===== src/rtl/pmid_pkg.sv =====
// Shared constants and register codes for the periodic minimum-image distance block.
`timescale 1ns / 1ps
`default_nettype none
package pmid_pkg;

  localparam int COORD_BITS_DEF = 26;
  localparam int APB_DATA_BITS  = 32;
  localparam int APB_ADDR_BITS  = 4;

  typedef enum logic [1:0] {
    REG_BOX_X = 2'd0,
    REG_BOX_Y = 2'd1,
    REG_BOX_Z = 2'd2
  } reg_idx_t;

endpackage
`default_nettype wire


===== src/rtl/pmid_sqrt_cell.sv =====
// One cell of the square-root chain: settles one root bit and passes its state on.
`timescale 1ns / 1ps
`default_nettype none
module pmid_sqrt_cell #(
  parameter int COORD_BITS = pmid_pkg::COORD_BITS_DEF
) (
  input  wire logic                    clk,
  input  wire logic                    rst,
  input  wire logic                    en,
  input  wire logic                    in_valid,
  input  wire logic                    in_sat,
  input  wire logic [2*COORD_BITS-1:0] in_rad,
  input  wire logic [COORD_BITS:0]     in_rem,
  input  wire logic [COORD_BITS-1:0]   in_root,
  output logic                         out_valid,
  output logic                         out_sat,
  output logic      [2*COORD_BITS-1:0] out_rad,
  output logic      [COORD_BITS:0]     out_rem,
  output logic      [COORD_BITS-1:0]   out_root
);

  localparam int W = COORD_BITS;

  logic [W+2:0] cur_c;
  logic [W+2:0] trial_c;
  logic         take_c;
  logic [W+2:0] diff_c;

  always_comb begin
    cur_c   = {in_rem, in_rad[2*W-1 -: 2]};
    trial_c = {1'b0, in_root, 2'b01};
    take_c  = cur_c >= trial_c;
    diff_c  = cur_c - trial_c;
  end

  always_ff @(posedge clk) begin
    if (rst) begin
      out_valid <= 1'b0;
    end else if (en) begin
      out_valid <= in_valid;
    end
  end

  always_ff @(posedge clk) begin
    if (en) begin
      out_sat  <= in_sat;
      out_rad  <= {in_rad[2*W-3:0], 2'b00};
      out_rem  <= take_c ? diff_c[W:0] : cur_c[W:0];
      out_root <= {in_root[W-2:0], take_c};
    end
  end

endmodule
`default_nettype wire


===== config.mk =====
export PLATFORM = sky130hd
export DESIGN_NAME = pmid_sqrt_cell
export DESIGN_NICKNAME = d
export VERILOG_FILES = /design/src/rtl/pmid_pkg.sv /design/src/rtl/pmid_sqrt_cell.sv
export SDC_FILE = /design/constraint.sdc
export NUM_CORES = 1
export LEC_CHECK = 0
export ABC_AREA = 1
export BUFFER_PORTS_ARGS = -buffer_cell sky130_fd_sc_hd__buf_2
export CAP_MARGIN = 20
export CORE_MARGIN = 10
export CORE_UTILIZATION = 40
export CTS_CLUSTER_SIZE = 25
export DETAILED_ROUTE_END_ITERATION = 8
export GPL_TIMING_DRIVEN = 1
export PLACE_DENSITY = 0.65
export SLEW_MARGIN = 20
export SYNTH_ARGS = -nofsm -noshare
export SYNTH_HDL_FRONTEND = slang
export SYNTH_SLANG_ARGS = --single-unit

===== constraint.sdc =====
create_clock -name clk -period 2.9 [get_ports clk]
set_input_delay 0.29 -clock clk [delete_from_list [all_inputs] [get_ports clk]]
set_output_delay 0.29 -clock clk [all_outputs]
set_load 0.02 [all_outputs]

==> summary.md <==
| Metric | Value |
|---|---|
| CP Max Fanout | 16 |
| Detail Placement HPWL | 14800 µm |
| Psw | 1.27 mW |
| Vias | 4978 |
| Ys flop type | edfxtp_1 |
| Max_cap viols | 0 |
| Post-synth EDFFs | 104 |
| Crit path kind | in2reg |
| Row count | 44 |
| Mapped cell area | 5840 µm² |
| Critical path arrival | 2.12 ns |
| Area Overhead vs Synth | 27.6% |
| Synth warn | 0 |
| Root buffer cell | clkbuf_16 |
| P_leak | 3.87 nW |
| Resize count post-CTS | 0 |
| Vias per Instance | 4.68 |
| WL final | 17800 µm |
| First-pass GRT wire length | 27300 µm |
| Startpoint types | input pin |
| Die ar. | 19800 µm² |
| Crit-path cells | buf_2, inv_1, ha_1, nand2_1, nor2_1, nand2_1, nor2_1, nand2_1, nand3_1, nand2_2, nand3_1, nand2_1 |
| Sw Share | 30.2% |
| Initial Util | 40.5% |
| Non-Filler Instances | 1064 |
| Fin. Hold Viols | 0 |
| Combinational fraction of design power | 23.6% |
| CTS tree | done |
| Largest net degree at the start of global routing | 49 |
| I/O Pins | 217 |
| Worst Skew | 0 ns |
| Min Tclk post-route | 2.01 ns |
| Drt first pass iters | 5 |
| Clock Power Share | 31.9% |
| Internal power | 2.94 mW |
| Critical Path Max Stage Delay | 0.34 ns |
| RSZ-0062 raised after global routing | false |
| Clock Tree Buf Depth | 2 |
| Setup TNS | 0 ns |
| Buffers added on ports | 214 |
| Outcome | finished clean |
| Inserted Clock Buffers | 9 |
| Slew Limit Fails | 0 |
| GRT overflow | 0 |
| Gr usage total | 17.6% |
| Initial DRC Count | 282 |
| Wire length per cell | 16.7 µm |
| Detail Route Antenna Nets | 0 |
| Slowest cell on the critical path | ha_1 |
| Worst ir drop on vdd | 0.000335 V |
| Register area share after synthesis | 53.8% |
| Initial antenna violation count | 1 |
| Max_slew headroom | 43.3% |
| Tcrit/Tclk final | 69.3% |
| Worst Hold Class | in2reg |
| Final Setup Violations | 0 |
| Commonest non-fill, non-tap cell in the layout | buf_2 |
| Post-CTS setup buffer count | 0 |
| Fmax achieved | 497 MHz |
| Register bit total from synthesis | 105 |
| GP Congestion | 0.991 |
| Worst setup EP type | register |
| Async set-or-reset flop fraction in the synthesized netlist | 0% |
| Top post-synthesis cells by area | edfxtp_1 53%, nand2_1 13%, inv_1 9.0% |
| Reg clk slew, reported paths | 0.07 ns |
| Sequential power share | 44.5% |
| Hold_buf cts | 0 |
| Core area | 14400 µm² |
| Overall power | 4.22 mW |
| Most frequent CP cell | nand2_1 |
| H-tree levels | 3 |
| Cell Count Post-Placement | 1047 |
| Synth Instances | 653 |
| Residual DRC | 0 |
| PD cells | 566 nW/µm² |
| Distinct cells, synth | 29 |
| Syn Area/Cell | 8.94 µm² |
| Synth area leader | edfxtp_1 |
| Worst-Margin Slew | 0.851 ns |
| Clk_lat worst skew | 0.35 ns |
| Most frequent cells in the layout | 213 x buf_2, 200 x nand2_1, 140 x inv_1 |
| Fraction of post-synthesis cell area in the top cell type by area | 53.5% |
| Vias in the first global route | 4986 |
| Overall die width | 141 µm |
| Nets@finish | 1012 |
| Sink Count | 105 |
| Share of cells above drive strength 1 | 30.3% |
| Worst path required time | 3.00 ns |
| Die Y | 141 µm |
## cell type report
cell class	instances	area (µm²)
fill	1390	6970
sequential	105	3140
multi-input combinational	399	2090
timing repair buffer	218	1130
inverter	141	529
tap	184	230
clock buffer	9	225
clock inverter	7	103
antenna	1	2.50
## path summary, 6_finish.rpt
path | from | to | slack (ns) | cells past startpoint
worst max-delay path | in_root[10] | out_rem[11] | 0.89 | 12
worst min-delay path | rst | out_valid | 0.09 | 2
worst max register to register | out_valid | out_valid | 2.26 | 2
worst min register to register | out_valid | out_valid | 0.54 | 2
## cell usage after synthesis, drive strengths merged (2+ instances only)
library cell / number
nand3: 54
edfxtp: 104
xnor2: 3
xor2: 10
nor3: 4
a21oi: 17
o21bai: 2
o21ai: 14
inv: 141
nor2: 40
and3: 2
nand4: 11
ha: 28
buf: 9
nand2: 209
## power by group through the flow
stage,Clock (mW),Sequential [mW],Combinational (mW)
after global routing,1.44,1.89,1.11
after detailed placement,0,1.91,1.00
after global placement,0,1.91,0.998
after CTS,1.38,1.88,1.01
after floorplan,0,2.11,0.422
final,1.34,1.88,0.995
## routing by layer
metal | track usage (%) | routed length (µm) | part of all wire [%] | vias to the layer above
met5 | 0 | 13 | 0.073 | -
li1 | - | - | - | 2516
met4 | 4.57 | 194 | 1.1 | 2
met1 | 21.1 | 7350 | 41 | 2239
met3 | 5.51 | 1540 | 8.7 | 15
met2 | 30.0 | 8660 | 49 | 206
## worst max-delay path: cells and delay by family
family,cells,cell delay [ns]
simple gates,9,1.32
fa+ha+maj,1,0.34
buf+inv,2,0.15
## state kept, by name (all words and copies together), names as in the netlist
| signal | flops |
|---|---|
| out_rad | 50 |
| out_rem | 27 |
| out_root | 26 |
| out_sat | 1 |
| out_valid | 1 |
## cells by family (layout without fill, tap and decap cells)
group | Yosys count | after routing | share of synthesized area [%]
buffers and inverters | 150 | 375 | 10.5
and+or+nand+nor | 322 | 322 | 24.6
xor gates and xnor gates | 13 | 13 | 1.95
adders and majority gates | 28 | 28 | 6.00
DFF | 105 | 105 | 53.8
other | 1 | 3 | 0.0642
AOI/OAI and AO/OA | 33 | 33 | 2.91
muxes | 1 | 1 | 0.171
## through the flow
| stage | worst slack (ns) | area [µm²] | hold slack, ns | util (%) |
|---|---|---|---|---|
| 2_1_floorplan | 1.00 | 5840 | 0.362 | - |
| 3_3_place_gp | 0.482 | 7120 | 0.449 | 49.4 |
| 3_5_place_dp | 0.461 | 7120 | 0.457 | 49.4 |
| 4_1_cts | 0.823 | 7450 | 0.0809 | 51.6 |
| 5_1_grt | 0.667 | 7450 | 0.0908 | 51.6 |
| 6_report | 0.889 | 7450 | 0.0908 | 51.7 |
Note: power is estimated with default switching activity, not from simulation.
