$ cat src/rtl/pmid_pkg.sv
// Shared constants and register codes for the periodic minimum-image distance block.
`timescale 1ns / 1ps
`default_nettype none
package pmid_pkg;

  localparam int COORD_BITS_DEF = 26;
  localparam int APB_DATA_BITS  = 32;
  localparam int APB_ADDR_BITS  = 4;

  typedef enum logic [1:0] {
    REG_BOX_X = 2'd0,
    REG_BOX_Y = 2'd1,
    REG_BOX_Z = 2'd2
  } reg_idx_t;

endpackage
`default_nettype wire

$ cat src/rtl/pmid_wrap.sv
// Two-stage periodic wrap of one axis, giving the magnitude of the minimum-image difference.
`timescale 1ns / 1ps
`default_nettype none
module pmid_wrap #(
  parameter int COORD_BITS = pmid_pkg::COORD_BITS_DEF
) (
  input  wire logic                  clk,
  input  wire logic                  en,
  input  wire logic [COORD_BITS-1:0] first,
  input  wire logic [COORD_BITS-1:0] second,
  input  wire logic [COORD_BITS-1:0] box,
  output logic      [COORD_BITS-1:0] mag
);

  localparam int DW = COORD_BITS + 2;

  logic signed [DW-1:0] diff_c;
  logic signed [DW-1:0] twice_c;
  logic signed [DW-1:0] len_c;
  logic                 ge_c;
  logic                 lt_c;

  logic signed [DW-1:0] diff;
  logic signed [DW-1:0] len;
  logic                 ge;
  logic                 lt;

  logic signed [DW-1:0] wrapped_c;
  logic signed [DW-1:0] abs_c;

  always_comb begin
    diff_c  = $signed({2'b00, second}) - $signed({2'b00, first});
    twice_c = diff_c <<< 1;
    len_c   = $signed({2'b00, box});
    ge_c    = twice_c >= len_c;
    lt_c    = twice_c < -len_c;
  end

  always_ff @(posedge clk) begin
    if (en) begin
      diff <= diff_c;
      len  <= len_c;
      ge   <= ge_c;
      lt   <= lt_c;
    end
  end

  always_comb begin
    priority if (ge) begin
      wrapped_c = diff - len;
    end else if (lt) begin
      wrapped_c = diff + len;
    end else begin
      wrapped_c = diff;
    end
    abs_c = wrapped_c[DW-1] ? -wrapped_c : wrapped_c;
  end

  always_ff @(posedge clk) begin
    if (en) begin
      mag <= abs_c[COORD_BITS-1:0];
    end
  end

endmodule
`default_nettype wire

$ cat config.mk
export PLATFORM = sky130hd
export DESIGN_NAME = pmid_wrap
export DESIGN_NICKNAME = d
export VERILOG_FILES = /design/src/rtl/pmid_pkg.sv /design/src/rtl/pmid_wrap.sv
export SDC_FILE = /design/constraint.sdc
export NUM_CORES = 1
export LEC_CHECK = 0
export BUFFER_PORTS_ARGS = -buffer_cell sky130_fd_sc_hd__buf_4
export CAP_MARGIN = 25
export CELL_PAD_IN_SITES_DETAIL_PLACEMENT = 1
export CELL_PAD_IN_SITES_GLOBAL_PLACEMENT = 2
export CORE_MARGIN = 8
export CORE_UTILIZATION = 40
export CTS_CLUSTER_SIZE = 25
export DETAILED_ROUTE_END_ITERATION = 8
export PLACE_DENSITY_LB_ADDON = 0.1
export SETUP_SLACK_MARGIN = 0.1
export SLEW_MARGIN = 0
export SYNTH_ARGS = -nofsm -noshare
export SYNTH_HDL_FRONTEND = slang
export SYNTH_SLANG_ARGS = --single-unit
$ cat constraint.sdc
create_clock -name clk -period 13.1 [get_ports clk]
set_clock_uncertainty 0.15 [all_clocks]
set_input_delay 1.31 -clock clk [delete_from_list [all_inputs] [get_ports clk]]
set_output_delay 1.31 -clock clk [all_outputs]
set_load 0.1 [all_outputs]
==> run_results.csv <==
group,metric,value,unit
final_layout,drive_above_1_share,12.59,%
synth,syn_inst,1142,
pwr,ir_worst_vdd,96.80,uV
setup_path,critPathArrivalTime,5.69,ns
detailed_routing,vias,8755,
floorplanning,fp.dieH,170.8,microns
floorplanning,rows,56,
detailed_routing,drt.antenna.violating_nets,0,
final_layout,seq_area,2432,sq um
timing,max_freq,177.9,MHz
detailed_routing,viasPerCell,5.648,
synth,ys_seq_area_share,25.39,%
global_routing,use_met1,27.57,%
setup_path,cp_slowest_cell,"or4_4",
setup_path,path_cells,"buf_4 > or4_4 > or3_1 > or4_4 > nand4b_4 > nor4b_4 > nand2_2 > nor4_4 > a21oi_1 > or2_2 > ha_1 > a21o_1 > a21o_1 > a21oi_1 > nor2b_1 > o21ai_0 > nand3_1 > o21ai_0 > o31a_1",
synth,synth_top_area_share,25.39,%
synth,ys_seq_elements,81,
pwr,power.density,156.3,nW/um^2
place,place_hpwl,23290,microns
timing,worst_pin_slew,1.018,ns
cts,cts_hold_buf,0,
place,pre_cts_ws,7.065,ns
cts,cts_num_sinks,81,
synth,netlist_top_cells_area,"edfxtp_1 25%, ha_1 17%, xnor2_1 5.5%, a21oi_1 5.2%, inv_1 4.8%",
global_routing,grt_pass1_wl,46440,microns
pwr,intPower,0.0008681,W
pwr,swShare,49.47,%
hold_path,hold_path.class,"flop to flop",
final_layout,diodes,0,
synth,synthXorXnorAreaFrac,6.857,%
setup_path,crit_type,"primary input to flop",
status,status,"completed",
timing,final.setup.tns,0,ns
synth,synth_area,9579,sq um
global_routing,grt_use_met2,31.52,%
timing,fin_crit_sh,42.91,%
timing,fin_ws,7.479,ns
cts,clkLatencyLatePin,0.36,ns
setup_path,crit_required,13.17,ns
global_routing,grt_pass1_vias,8902,
global_routing,grt_usage,19.79,%
global_routing,grt_antenna_before_repair,0,
pwr,p_sw,0.0008499,W
floorplanning,die_w,170.8,microns
cts,cts_max_level,3,
synth,synth_enable_flop_cells,81,
global_routing,grtUsageMet3,3.088,%
setup_path,critical_path.max_stage_delay,0.56,ns
place,io_buffers,105,
final_layout,synthToLayoutAreaGrowth,14.73,%
cts,cts_resized,0,
floorplanning,ios,106,
synth,syn_nets,1353,
synth,synthAdderAreaFrac,17.46,%
detailed_routing,drt_iter0_markers,563,
timing,final-hold-violation-count,0,
global_routing,grt_max_degree,82,
synth,yosys.cell_types.count,81,
setup_path,endpoint_kind,"flop",
timing,rsz0062_at_grt,"no",
synth,synth_compound_area_share,25.14,%
detailed_routing,wire_per_inst,18.56,microns
setup_path,crit_fanout,6,
floorplanning,initial_core_util,40.81,%
global_routing,top_usage_layer,"met2",
timing,setup-violations-final,0,
final_layout,n_fill_cell,2842,
synth,yosys.area_share.simple,17.46,%
floorplanning,core_area,23470,sq um
final_layout,final_nets,1437,
timing,period_needed,5.621,ns
synth,avgSynthCellArea,8.388,sq um
timing,drv_slew,0,
synth,ys_warn_count,0,
final_layout,multiInputGateArea,6548,sq um
cts,path_clk_slew,0.07,ns
job,max_cap_viol_count,0,
synth,synthArstFlopShare,0,%
detailed_routing,drt-total-wl,28770,microns
cts,cts_made_buffers,9,
cts,clockBufferDepth,2,
pwr,clockPowerShare,16.8,%
detailed_routing,drcViolationCount,0,
setup_path,worst_setup_path_start_kind,"primary input",
cts,postCtsSetupBuffers,0,
timing,slew_headroom,31.09,%
pwr,pwr-share-seq,23.0,%
cts,root_buffer,"clkbuf_16",
global_routing,overflow,0,
detailed_routing,detailedRoute.firstPassIterationCount,5,
timing,whs,0.6245,ns
synth,muxShareOfSynthArea,1.371,%
synth,synth_top_flop_cell,"edfxtp_1",
floorplanning,dieArea,29160,sq um
pwr,comb_power_share,60.2,%
pwr,power.leakage,4.892,nW
synth,synth.largest_area_cell,"edfxtp_1",
synth,synth_top_family_by_area,"compound AO/OA/AOI/OAI gates",
place,gp_congestion,0.8771,
cts,cts_tree,"done",
-- kinds of logic (layout without fill, tap and decap cells) --
group	count (synthesis)	after routing
fa+ha+maj	132	132
simple gates	320	320
buf+inv	160	249
mux	13	13
xor+xnor	75	75
compound gates	361	361
flops	81	81
-- through the flow --
stage	util, %	total power, W	cell area (sq um)	std cells
after floorplan	-	0.001175	9579	1142
after global placement	45.43	0.001412	10660	1534
after detailed placement	45.43	0.001431	10660	1534
after CTS	46.82	0.001723	10990	1550
after global routing	46.82	0.001829	10990	1550
final	46.82	0.001718	10990	1550
-- per-layer routing --
| layer | routed length [microns] | vias to the layer above |
|---|---|---|
| met5 | 0 | - |
| met4 | 442 | 0 |
| met3 | 1354 | 27 |
| met2 | 12740 | 198 |
| met1 | 14240 | 4159 |
| li1 | - | 4371 |
-- cell usage after synthesis (all sizes together), types with 6 or more instances --
library cell,n
a31oi,12
xnor2,60
a21o,35
buf,6
o21ai,66
o31ai,12
or3,9
nand2,69
mux2i,12
a21oi,100
edfxtp,81
nor3,16
o21a,9
a211oi,16
nor2b,20
nor4,9
and3,14
a2111oi,11
nand3,25
ha,128
nand2b,18
or2,10
nand4,17
o211ai,11
xor2,15
o21bai,13
inv,123
clkbuf,30
and2,6
nor2,85
-- worst max-delay path: cells and delay by family --
family,cells,cell delay [ns]
simple gates,10,2.90
compound gates,7,1.03
fa+ha+maj,1,0.30
buf+inv,1,0.13
-- path summary, 6_finish.rpt --
| kind | startpoint | end | slack (ns) | depth (start not counted) |
|---|---|---|---|---|
| setup reg to reg | diff[0] | mag[24] | 7.54 | 12 |
| setup / recovery | box[1] | lt | 7.48 | 19 |
| hold / removal | diff[0] | mag[0] | 0.62 | 2 |
| hold reg to reg | diff[0] | mag[0] | 0.62 | 2 |
-- cell usage in the layout, fill, tap and decap left out, types with 25 or more instances in the layout --
master / instances
nand2_1: 68
a21oi_1: 100
buf_4: 109
ha_1: 128
edfxtp_1: 81
xnor2_1: 60
inv_1: 123
a21o_1: 35
o21ai_0: 66
nor2_1: 84
nand3_1: 25
-- layout make-up --
class | instances | share of cell area [%]
Multi-Input combinational cell | 901 | 59.57
Clock inverter | 7 | 0.9335
Tap cell | 319 | 3.632
Sequential cell | 81 | 22.13
Clock buffer | 9 | 2.049
Timing Repair Buffer | 109 | 7.445
Inverter | 124 | 4.235
-- state kept, by name (all words and copies together) (netlist names) --
| register | cells |
|---|---|
| ge | 1 |
| len | 26 |
| lt | 1 |
| mag | 26 |
| diff | 27 |
-- power by group through the flow --
stage          Clock [W]  Sequential, W  Combinational [W]
2_1_floorplan          0       0.000631           0.000544
3_3_place_gp           0       0.000397            0.00101
3_5_place_dp           0       0.000400            0.00103
4_1_cts         0.000293       0.000395            0.00103
5_1_grt         0.000301       0.000402            0.00113
6_report        0.000289       0.000394            0.00103
Note: power is estimated with default switching activity, not from simulation.
